===== src/design/sdaf_pkg.sv =====
// shared constants, types and helpers of the signed decimal formatter
package sdaf_pkg;

  localparam int DEFAULT_VALUE_BITS = 32;
  localparam int DP_W   = 4;
  localparam int CHAR_W = 8;
  localparam int BCD_W  = 4;

  localparam logic [CHAR_W-1:0] CH_ZERO  = 8'h30;
  localparam logic [CHAR_W-1:0] CH_POINT = 8'h2e;
  localparam logic [CHAR_W-1:0] CH_MINUS = 8'h2d;

  typedef struct packed {
    logic clr;
    logic dabble;
    logic shift;
  } cell_ctl_t;

  // decimal digits of the largest magnitude after saturation
  function automatic int num_digits(input int bits);
    longint m;
    int     n;
    m = (longint'(1) << (bits - 1)) - 1;
    n = 1;
    while (m >= 10) begin
      m = m / 10;
      n = n + 1;
    end
    return n;
  endfunction

endpackage


===== src/design/sdaf_if.sv =====
// input and result channel interfaces of the formatter
interface sdaf_in_if #(
  parameter int VALUE_BITS = sdaf_pkg::DEFAULT_VALUE_BITS
);
  import sdaf_pkg::*;
  logic                  valid;
  logic                  ready;
  logic [VALUE_BITS-1:0] value;
  logic [DP_W-1:0]       decimal_places;
  logic [CHAR_W-1:0]     separator;

  modport source (output valid, value, decimal_places, separator, input ready);
  modport sink   (input valid, value, decimal_places, separator, output ready);
endinterface

interface sdaf_out_if;
  import sdaf_pkg::*;
  logic              valid;
  logic              ready;
  logic [CHAR_W-1:0] character;
  logic              last;

  modport source (output valid, character, last, input ready);
  modport sink   (input valid, character, last, output ready);
endinterface


===== src/design/sdaf_digit_cell.sv =====
// one bcd digit cell of the conversion and output shift chain
module sdaf_digit_cell (
  input  logic                       clk,
  input  sdaf_pkg::cell_ctl_t        ctl,
  input  logic                       bit_in,
  input  logic [sdaf_pkg::BCD_W-1:0] digit_in,
  output logic [sdaf_pkg::BCD_W-1:0] digit,
  output logic                       carry
);
  import sdaf_pkg::*;

  logic [BCD_W-1:0] digit_r;
  logic [BCD_W-1:0] digit_nxt;
  logic [BCD_W-1:0] adj;

  assign adj   = (digit_r >= 4'd5) ? digit_r + 4'd3 : digit_r;
  assign carry = adj[BCD_W-1];
  assign digit = digit_r;

  always_comb begin
    digit_nxt = digit_r;
    if (ctl.clr) begin
      digit_nxt = '0;
    end else if (ctl.dabble) begin
      digit_nxt = {adj[BCD_W-2:0], bit_in};
    end else if (ctl.shift) begin
      digit_nxt = digit_in;
    end
  end

  always_ff @(posedge clk) begin
    digit_r <= digit_nxt;
  end
endmodule


===== src/design/signed_decimal_ascii_formatter_unit.sv =====
// top level: signed binary value to ascii decimal text with point and separator
//
//   channel | dir | payload                               | transfer
//   in_ch   | in  | value, decimal_places, separator      | valid && ready
//   out_ch  | out | character, last                       | valid && ready
//
// an item goes through its input transfer, double dabble of its VALUE_BITS-1
// magnitude bits in the digit chain and the dropping of leading zero digits,
// then one character per output transfer
// in_ch is ready only while no item is in work; out_ch stalls hold the chain
// reset clears the sequencer and the result register valid bit
module signed_decimal_ascii_formatter_unit #(
  parameter int VALUE_BITS = sdaf_pkg::DEFAULT_VALUE_BITS
) (
  input  logic         clk,
  input  logic         rst_n,
  sdaf_in_if.sink      in_ch,
  sdaf_out_if.source   out_ch
);
  import sdaf_pkg::*;

  localparam int NUM_DIGITS = num_digits(VALUE_BITS);
  localparam int MAG_W      = VALUE_BITS - 1;
  localparam int BIT_W      = (MAG_W > 1) ? $clog2(MAG_W) : 1;
  localparam int CNT_W      = $clog2(NUM_DIGITS + 1);
  localparam int CMP_W      = (CNT_W > DP_W) ? CNT_W : DP_W;

  localparam logic [3:0] ST_IDLE = 4'd0;
  localparam logic [3:0] ST_CONV = 4'd1;
  localparam logic [3:0] ST_SKIP = 4'd2;
  localparam logic [3:0] ST_SIGN = 4'd3;
  localparam logic [3:0] ST_ZERO = 4'd4;
  localparam logic [3:0] ST_ZPT  = 4'd5;
  localparam logic [3:0] ST_DIG  = 4'd6;
  localparam logic [3:0] ST_PT   = 4'd7;
  localparam logic [3:0] ST_SEP  = 4'd8;

  logic [3:0]        state_r, state_nxt;
  logic [MAG_W-1:0]  mag_r, mag_nxt;
  logic [BIT_W-1:0]  bcnt_r, bcnt_nxt;
  logic [CNT_W-1:0]  cnt_r, cnt_nxt;
  logic [DP_W-1:0]   dp_r, dp_nxt;
  logic [CHAR_W-1:0] sep_r, sep_nxt;
  logic              neg_r, neg_nxt;
  logic              out_valid_r, out_valid_nxt;
  logic [CHAR_W-1:0] out_char_r, out_char_nxt;
  logic              out_last_r, out_last_nxt;

  cell_ctl_t         ctl;
  logic [NUM_DIGITS:0]            link;
  logic [BCD_W-1:0]               digit_w [NUM_DIGITS];
  logic [BCD_W-1:0]               top_digit;

  logic              in_acc;
  logic              slot_free;
  logic              raw_neg;
  logic              raw_min;
  logic [VALUE_BITS-1:0] raw_neg_val;
  logic [CNT_W-1:0]  idx;
  logic [CMP_W-1:0]  cnt_ext, idx_ext, dp_ext;
  logic [3:0]        start_st;

  assign in_ch.ready   = (state_r == ST_IDLE);
  assign in_acc        = in_ch.valid && in_ch.ready;
  assign slot_free     = !out_valid_r || out_ch.ready;
  assign out_ch.valid     = out_valid_r;
  assign out_ch.character = out_char_r;
  assign out_ch.last      = out_last_r;

  assign raw_neg     = in_ch.value[VALUE_BITS-1];
  assign raw_min     = raw_neg && (in_ch.value[VALUE_BITS-2:0] == '0);
  assign raw_neg_val = ~in_ch.value + 1'b1;

  assign link[0]   = mag_r[MAG_W-1];
  assign top_digit = digit_w[NUM_DIGITS-1];

  for (genvar i = 0; i < NUM_DIGITS; i++) begin : g_cell
    logic [BCD_W-1:0] din;
    if (i == 0) begin : g_first
      assign din = '0;
    end else begin : g_next
      assign din = digit_w[i-1];
    end
    sdaf_digit_cell u_cell (
      .clk      (clk),
      .ctl      (ctl),
      .bit_in   (link[i]),
      .digit_in (din),
      .digit    (digit_w[i]),
      .carry    (link[i+1])
    );
  end

  assign idx      = cnt_r - 1'b1;
  assign cnt_ext  = CMP_W'(cnt_r);
  assign idx_ext  = CMP_W'(idx);
  assign dp_ext   = CMP_W'(dp_r);
  assign start_st = neg_r ? ST_SIGN : ((cnt_ext == dp_ext) ? ST_ZERO : ST_DIG);

  always_comb begin
    state_nxt     = state_r;
    mag_nxt       = mag_r;
    bcnt_nxt      = bcnt_r;
    cnt_nxt       = cnt_r;
    dp_nxt        = dp_r;
    sep_nxt       = sep_r;
    neg_nxt       = neg_r;
    out_valid_nxt = out_ch.ready ? 1'b0 : out_valid_r;
    out_char_nxt  = out_char_r;
    out_last_nxt  = out_last_r;
    ctl           = '0;
    case (state_r)
      ST_IDLE: begin
        if (in_acc) begin
          ctl.clr  = 1'b1;
          dp_nxt   = in_ch.decimal_places;
          sep_nxt  = in_ch.separator;
          neg_nxt  = raw_neg;
          bcnt_nxt = BIT_W'(MAG_W - 1);
          if (raw_min) begin
            mag_nxt = '1;
          end else if (raw_neg) begin
            mag_nxt = raw_neg_val[MAG_W-1:0];
          end else begin
            mag_nxt = in_ch.value[MAG_W-1:0];
          end
          state_nxt = ST_CONV;
        end
      end
      ST_CONV: begin
        ctl.dabble = 1'b1;
        mag_nxt    = mag_r << 1;
        bcnt_nxt   = bcnt_r - 1'b1;
        if (bcnt_r == '0) begin
          cnt_nxt   = CNT_W'(NUM_DIGITS);
          state_nxt = ST_SKIP;
        end
      end
      ST_SKIP: begin
        if (top_digit == '0 && cnt_r != CNT_W'(1)) begin
          ctl.shift = 1'b1;
          cnt_nxt   = cnt_r - 1'b1;
        end else begin
          state_nxt = start_st;
        end
      end
      ST_SIGN: begin
        if (slot_free) begin
          out_valid_nxt = 1'b1;
          out_char_nxt  = CH_MINUS;
          out_last_nxt  = 1'b0;
          state_nxt     = (cnt_ext == dp_ext) ? ST_ZERO : ST_DIG;
        end
      end
      ST_ZERO: begin
        if (slot_free) begin
          out_valid_nxt = 1'b1;
          out_char_nxt  = CH_ZERO;
          out_last_nxt  = 1'b0;
          state_nxt     = ST_ZPT;
        end
      end
      ST_ZPT, ST_PT: begin
        if (slot_free) begin
          out_valid_nxt = 1'b1;
          out_char_nxt  = CH_POINT;
          out_last_nxt  = 1'b0;
          state_nxt     = ST_DIG;
        end
      end
      ST_DIG: begin
        if (slot_free) begin
          out_valid_nxt = 1'b1;
          out_char_nxt  = CH_ZERO + CHAR_W'(top_digit);
          out_last_nxt  = 1'b0;
          ctl.shift     = 1'b1;
          cnt_nxt       = idx;
          if (idx == '0) begin
            out_last_nxt = (sep_r == '0);
            state_nxt    = (sep_r == '0) ? ST_IDLE : ST_SEP;
          end else if (idx_ext == dp_ext) begin
            state_nxt = ST_PT;
          end
        end
      end
      ST_SEP: begin
        if (slot_free) begin
          out_valid_nxt = 1'b1;
          out_char_nxt  = sep_r;
          out_last_nxt  = 1'b1;
          state_nxt     = ST_IDLE;
        end
      end
      default: begin
        state_nxt = ST_IDLE;
      end
    endcase
  end

  always_ff @(posedge clk) begin
    if (!rst_n) begin
      state_r     <= ST_IDLE;
      out_valid_r <= 1'b0;
    end else begin
      state_r     <= state_nxt;
      out_valid_r <= out_valid_nxt;
    end
  end

  always_ff @(posedge clk) begin
    mag_r      <= mag_nxt;
    bcnt_r     <= bcnt_nxt;
    cnt_r      <= cnt_nxt;
    dp_r       <= dp_nxt;
    sep_r      <= sep_nxt;
    neg_r      <= neg_nxt;
    out_char_r <= out_char_nxt;
    out_last_r <= out_last_nxt;
  end
endmodule


===== src/flat_wrapper.sv =====
// flat-port wrapper written by rule: the top's interface ports become plain ports
module signed_decimal_ascii_formatter_unit_flat import sdaf_pkg::*;
#(
  parameter int VALUE_BITS = sdaf_pkg::DEFAULT_VALUE_BITS
)
  (clk, rst_n, in_ch_valid, in_ch_value, in_ch_decimal_places, in_ch_separator, in_ch_ready, out_ch_valid, out_ch_character, out_ch_last, out_ch_ready);
  sdaf_in_if #(.VALUE_BITS(VALUE_BITS)) in_ch_i ();
  sdaf_out_if out_ch_i ();
  input  logic clk;
  input  logic rst_n;
  input wire logic [$bits(in_ch_i.valid)-1:0] in_ch_valid;
  input wire logic [$bits(in_ch_i.value)-1:0] in_ch_value;
  input wire logic [$bits(in_ch_i.decimal_places)-1:0] in_ch_decimal_places;
  input wire logic [$bits(in_ch_i.separator)-1:0] in_ch_separator;
  output wire logic [$bits(in_ch_i.ready)-1:0] in_ch_ready;
  output wire logic [$bits(out_ch_i.valid)-1:0] out_ch_valid;
  output wire logic [$bits(out_ch_i.character)-1:0] out_ch_character;
  output wire logic [$bits(out_ch_i.last)-1:0] out_ch_last;
  input wire logic [$bits(out_ch_i.ready)-1:0] out_ch_ready;
  assign in_ch_i.valid = in_ch_valid;
  assign in_ch_i.value = in_ch_value;
  assign in_ch_i.decimal_places = in_ch_decimal_places;
  assign in_ch_i.separator = in_ch_separator;
  assign in_ch_ready = in_ch_i.ready;
  assign out_ch_valid = out_ch_i.valid;
  assign out_ch_character = out_ch_i.character;
  assign out_ch_last = out_ch_i.last;
  assign out_ch_i.ready = out_ch_ready;
  signed_decimal_ascii_formatter_unit #(.VALUE_BITS(VALUE_BITS)) u_core (.clk(clk), .rst_n(rst_n), .in_ch(in_ch_i), .out_ch(out_ch_i));
endmodule

===== config.mk =====
export PLATFORM = sky130hd
export DESIGN_NAME = signed_decimal_ascii_formatter_unit_flat
export DESIGN_NICKNAME = d
export VERILOG_FILES = /design/src/design/sdaf_pkg.sv /design/src/design/sdaf_if.sv /design/src/design/sdaf_digit_cell.sv /design/src/design/signed_decimal_ascii_formatter_unit.sv /design/src/flat_wrapper.sv
export SDC_FILE = /design/constraint.sdc
export NUM_CORES = 1
export LEC_CHECK = 0
export BUFFER_PORTS_ARGS = -buffer_cell sky130_fd_sc_hd__buf_2
export CAP_MARGIN = 10
export CORE_ASPECT_RATIO = 1.4
export CORE_MARGIN = 5
export CORE_UTILIZATION = 25
export CTS_CLUSTER_SIZE = 20
export DETAILED_ROUTE_END_ITERATION = 8
export PLACE_DENSITY = 0.48
export SYNTH_ARGS = -nofsm -noshare
export SYNTH_HDL_FRONTEND = slang
export SYNTH_SLANG_ARGS = --single-unit

===== constraint.sdc =====
create_clock -name clk -period 3 [get_ports clk]
set_input_delay 0.15 -clock clk [delete_from_list [all_inputs] [get_ports clk]]
set_output_delay 0.15 -clock clk [all_outputs]
set_load 0.01 [all_outputs]

==> impl_metrics.json, run 1 <==
{
  "finalSetupTns_ns": 0,
  "grt_max_degree": 47,
  "synth_enable_flop_cells": 62,
  "ioPinCount": 59,
  "netlist_area_mm2": 0.00634,
  "final_common_cell": "nand2_1",
  "ys_warn_count": 0,
  "fin_crit_ns": 2.38,
  "cap_violations": 0,
  "tightest_slew_ns": 0.630,
  "route.detailed.drc": 0,
  "outcome": "finished clean",
  "cp.arrival_ns": 2.62,
  "root_buffer": "clkbuf_16",
  "hold_class": "in2reg",
  "r2r_cells": 5,
  "cts_buffers": 9,
  "post_cts_buffers": 0,
  "layout_common_cells": "80 x nand2_1, 62 x edfxtp_1, 58 x buf_2, 57 x a21oi_1, 52 x nor2_1",
  "muxShareOfSynthArea_pct": 1.89,
  "worstSetupPathType": "reg2reg",
  "synthFlopType": "edfxtp_1",
  "ir_worst_vdd_mv": 0.333,
  "firstDrtPassIters": 4,
  "async_flop_share_pct": 0,
  "dp.final_hpwl_mm": 10.7,
  "p_leak_nw": 2.69,
  "final_hold_viol_count": 0,
  "worstSetupStartpointType": "flip-flop",
  "fin_skew_ns": 0.0104,
  "slew_headroom_pct": 58.0,
  "synth_top_family_by_area": "compound AO/OA/AOI/OAI gates",
  "drt_iter0_drc": 292,
  "layout-drive-gt1-share_pct": 14.0,
  "vias": 5246,
  "synth_simple_gate_area_share_pct": 19.0,
  "grt_pass1_vias": 5130,
  "grt_usage_pct": 11.1,
  "cts_resized": 0,
  "min_period_over_period_pct": 79.2,
  "area_growth_pct": 17.3,
  "synth-xor-area-share_pct": 6.49,
  "hold_depth": 2,
  "p_per_area_mw_per_mm2": 876,
  "core_area_mm2": 0.0252,
  "cts_tree": "built",
  "synth_fa_ha_area_share_pct": 5.13,
  "grt-ovfl-total": 0,
  "setup_viol_count_final": 0,
  "vias_per_cell": 4.84,
  "clk_latency_ns": 0.36,
  "postCtsHoldBufs": 12,
  "max_stage_delay_ns": 0.73,
  "synth-compound-area-share_pct": 19.2,
  "grt_antenna_before_repair": 0,
  "critical-path-slowest-cell": "dfxtp_1",
  "die_h_um": 198,
  "ys_seq_elements": 107,
  "fin_nets": 833,
  "ys_seq_area_share_pct": 43.6,
  "syn-instance-count": 705,
  "start_util_pct": 25.1,
  "postSynthAreaPerCell_um2": 8.99,
  "grt_pass1_wl_mm": 26.0,
  "endpoint_kind": "flip-flop",
  "dieWidth_um": 145,
  "syn_nets": 779,
  "htreeDepth": 3,
  "wl_per_cell_um": 14.2,
  "path_cells": "or4b_4, o2bb2ai_1, a211oi_1, o21ai_0, mux2i_1",
  "path_clk_slew_ns": 0.08,
  "fin_util_pct": 29.5,
  "critPathMaxFanout": 21,
  "worstPathRequired_ns": 3.24,
  "clock_sinks": 107,
  "gp_congestion": 0.767,
  "postRouteAntennaNets": 0,
  "routed_wl_mm": 15.4,
  "portBuffers": 58,
  "dieArea_mm2": 0.0287,
  "row_count": 69,
  "fmax_ghz": 0.421,
  "synth_cell_types": 50,
  "clockBufferDepth": 2,
  "drv_slew": 0,
  "rsz0062_at_grt": "no"
}
==> path summary, 6_finish.rpt <==
kind,startpoint,to,slack (ns)
max,u_core.state_r[1],u_core.state_r[0],0.62
min reg2reg,u_core.g_cell[9].u_cell.digit[1],u_core.g_cell[9].u_cell.digit[1],0.50
max reg2reg,u_core.state_r[1],u_core.state_r[0],0.62
min,rst_n,u_core.out_ch.valid,0.08
==> layer usage <==
metal	vias to the layer above	wire, µm	global-route usage (%)
met5	-	0	0
met2	69	7600	18.6
li1	2676	-	-
met3	18	450	1.76
met4	0	265	3.91
met1	2483	7070	14.4
==> critical path: cells and delay by family (launching register included) <==
kind / cells / cell delay, ns
simple gates: 1 / 0.41
flops: 1 / 0.73
mux: 1 / 0.17
compound gates: 3 / 0.94
==> per-stage QoR <==
stage	worst slack [ns]	hold slack [ns]	std cells	instance area, µm²	power [mW]
after floorplan	0.199	0.249	705	6340	4.60
after global placement	0.495	0.328	1055	7030	5.37
after detailed placement	0.505	0.328	1055	7030	5.40
after CTS	0.611	0.0672	1083	7430	6.61
after global routing	0.370	0.0921	1083	7430	7.10
final	0.623	0.0812	1084	7430	6.51
==> layout make-up <==
class | instances | area [µm²]
well taps | 319 | 399
multi-input cells | 520 | 3300
clock buffers | 9 | 225
flip-flops and latches | 107 | 2760
diodes | 1 | 2.50
fillers | 2697 | 17800
clock inverters | 7 | 60.1
inverters | 35 | 131
repair buffers | 86 | 556
==> registers in the layout, indices dropped and copies added, names as in the netlist <==
| register | cells |
|---|---|
| u_core.bcnt_r | 5 |
| u_core.cnt_ext | 4 |
| u_core.dp_ext | 4 |
| u_core.g_cell.u_cell.digit | 40 |
| u_core.mag_r | 31 |
| u_core.neg_r | 1 |
| u_core.out_ch.character | 8 |
| u_core.out_ch.last | 1 |
| u_core.out_ch.valid | 1 |
| u_core.sep_r | 8 |
| u_core.state_r | 4 |
==> power by group <==
group	switching [mW]	internal, mW	total (mW)
Clock	0.589	0.581	1.17
Combinational	1.57	1.09	2.65
Sequential	0.458	2.23	2.69
Total	2.61	3.90	6.51
==> Yosys cell counts, types with 12 or more instances <==
cell type | number | area share, %
dfxtp_1 | 45 | 14
inv_1 | 35 | 2.1
ha_1 | 26 | 5.1
nor3_1 | 12 | 0.95
nand2b_1 | 13 | 1.3
edfxtp_1 | 62 | 29
mux2i_1 | 12 | 1.9
xnor2_1 | 17 | 2.3
xor2_1 | 30 | 4.1
nand2_1 | 80 | 4.7
o21ai_0 | 42 | 3.3
o31ai_1 | 12 | 1.4
a21oi_1 | 57 | 4.5
a31oi_1 | 49 | 4.8
clkbuf_1 | 37 | 2.2
nor2_1 | 52 | 3.1
nand3_1 | 21 | 1.7
==> cells by family (layout without fill, tap and decap cells) <==
family | after synthesis | in the layout
AOI/OAI and AO/OA | 197 | 197
xor gates and xnor gates | 47 | 47
adders and majority gates | 26 | 26
buffers and inverters | 78 | 137
DFF | 107 | 107
muxes | 12 | 12
other | 0 | 1
and+or+nand+nor | 238 | 238
(Power assumes the default switching activity.)
==> run 2: changes to the inputs <==
Settings changed: PLACE_DENSITY 0.48 to 0.46.
Clock period 3 ns to 2.5 ns, I/O delays scaled along.
==> impl_metrics.json, run 2 (synthesis gave the netlist of run 1 again) <==
{
  "p_seq_share_pct": 40.3,
  "dieWidth_um": 145,
  "fin_crit_ns": 2.24,
  "grt_max_degree": 81,
  "p_clk_share_pct": 17.6,
  "largest_reg_flops": 40,
  "diodes": 0,
  "p_leak_nw": 2.74,
  "path_cells": "inv_1, ha_1, nor4b_1, buf_4, o2bb2ai_1, a211oi_1, o21ai_0, mux2i_1",
  "drt_iter0_drc": 271,
  "gp_congestion": 0.746,
  "path_clk_slew_ns": 0.08,
  "worstReg2RegEnd": "u_core.state_r[0]",
  "hold_class": "in2reg",
  "endpoint_kind": "flip-flop",
  "slew_headroom_pct": 60.6,
  "cts_tree": "built",
  "p_per_area_mw_per_mm2": 1050,
  "min_period_over_period_pct": 89.5,
  "post_cts_buffers": 0,
  "worstSetupPathType": "reg2reg",
  "clockBufferDepth": 2,
  "htreeDepth": 3,
  "grt_pass1_wl_mm": 26.3,
  "portBuffers": 58,
  "area_growth_pct": 18.8,
  "final_common_cell": "nand2_1",
  "vias": 5328,
  "ioPinCount": 59,
  "r2r_cells": 8,
  "cts_buffers": 9,
  "cp.arrival_ns": 2.48,
  "clock_sinks": 107,
  "ir_worst_vdd_mv": 0.442,
  "dieArea_mm2": 0.0287,
  "start_util_pct": 25.1,
  "row_count": 69,
  "whs_endpoint": "u_core.out_ch.valid",
  "outcome": "finished clean",
  "wl_per_cell_um": 14.7,
  "setup_viol_count_final": 0,
  "die_h_um": 198,
  "vias_per_cell": 4.89,
  "p_sw_mw": 3.19,
  "dp.final_hpwl_mm": 10.8,
  "tightest_slew_ns": 0.591,
  "grt_usage_pct": 11.3,
  "grt_antenna_before_repair": 0,
  "fmax_ghz": 0.447,
  "layout_common_cells": "79 x nand2_1, 62 x edfxtp_1, 58 x buf_2, 57 x a21oi_1, 52 x nor2_1",
  "postRouteAntennaNets": 0,
  "crit_buf_inv": 2,
  "critical-path-slowest-cell": "a211oi_1",
  "fin_skew_ns": 0.00927,
  "rsz0062_at_grt": "no",
  "firstDrtPassIters": 4,
  "core_area_mm2": 0.0252,
  "route.detailed.drc": 0,
  "clk_latency_ns": 0.35,
  "root_buffer": "clkbuf_16",
  "swShare_pct": 40.2,
  "layout-drive-gt1-share_pct": 14.8,
  "grt-ovfl-total": 0,
  "hold_depth": 2,
  "finalSetupTns_ns": 0,
  "internal_power_mw": 4.75,
  "worstPathRequired_ns": 2.74,
  "rr_startpoint": "u_core.bcnt_r[0]",
  "critPathMaxFanout": 5,
  "grt_pass1_vias": 5247,
  "drv_slew": 0,
  "fin_util_pct": 29.9,
  "max_stage_delay_ns": 0.47,
  "pwr-share-comb_pct": 42.1,
  "fin_nets": 840,
  "final_hold_viol_count": 0,
  "cap_violations": 0,
  "routed_wl_mm": 16.0,
  "critPathTopFamily": "compound AO/OA/AOI/OAI gates",
  "rrSetupSlack_ns": 0.26,
  "hp-start": "rst_n",
  "worstSetupStartpointType": "flip-flop"
}
-- run 2: worst max path at each step --
stage | slack (ns) | startpoint | cells after the start | endpoint
after floorplan | 0.03 | u_core.state_r[1] | 6 | u_core.bcnt_r[0]
after global placement | 0.20 | in_ch_value[11] | 6 | u_core.mag_r[29]
after detailed placement | 0.21 | in_ch_value[11] | 6 | u_core.mag_r[29]
after CTS | 0.26 | u_core.bcnt_r[0] | 8 | u_core.state_r[0]
after global routing | 0.07 | u_core.bcnt_r[0] | 8 | u_core.state_r[0]
final | 0.26 | u_core.bcnt_r[0] | 8 | u_core.state_r[0]
-- run 2: area by class of cell --
type	instances	area (µm²)
repair buffers	93	658
clock inverters	7	51.3
multi-input cells	520	3300
clock buffers	9	225
well taps	319	399
fillers	2682	17700
inverters	35	131
flip-flops and latches	107	2760
-- run 2: what timing repair did --
item	4_1_cts	5_1_grt
resized for setup	0	0
hold buffers	12	0
hold endpoints to repair	12	0
-- run 2: stage by stage --
step | power [mW] | area (µm²) | hold slack, ns | setup slack, ns | instances
after floorplan | 5.51 | 6340 | 0.224 | 0.0268 | 705
after global placement | 6.58 | 7130 | 0.303 | 0.196 | 1062
after detailed placement | 6.61 | 7130 | 0.305 | 0.206 | 1062
after CTS | 8.06 | 7530 | 0.0507 | 0.260 | 1090
after global routing | 8.59 | 7530 | 0.0508 | 0.0729 | 1090
final | 7.94 | 7530 | 0.0608 | 0.262 | 1090
-- run 2: worst register-to-register path: stages, from the launching register on --
cell	delay, ns
edfxtp_1	0.41
inv_1	0.10
ha_1	0.13
nor4b_1	0.28
buf_4	0.18
o2bb2ai_1	0.08
a211oi_1	0.47
o21ai_0	0.30
mux2i_1	0.17
-- run 2: routing by layer --
| layer | up-vias | routed length [µm] | track usage [%] |
|---|---|---|---|
| li1 | 2698 | - | - |
| met1 | 2531 | 7170 | 14.0 |
| met2 | 85 | 8110 | 19.9 |
| met3 | 14 | 508 | 1.71 |
| met4 | 0 | 241 | 3.70 |
| met5 | - | 0 | 0 |
-- run 2: power groups by stage --
stage / sequential (mW) / combinational [mW] / clock (mW)
final: 3.20 / 3.35 / 1.40
after global routing: 3.29 / 3.79 / 1.52
after CTS: 3.21 / 3.40 / 1.46
after detailed placement: 3.24 / 3.37 / 0
after global placement: 3.24 / 3.34 / 0
after floorplan: 3.03 / 2.48 / 0
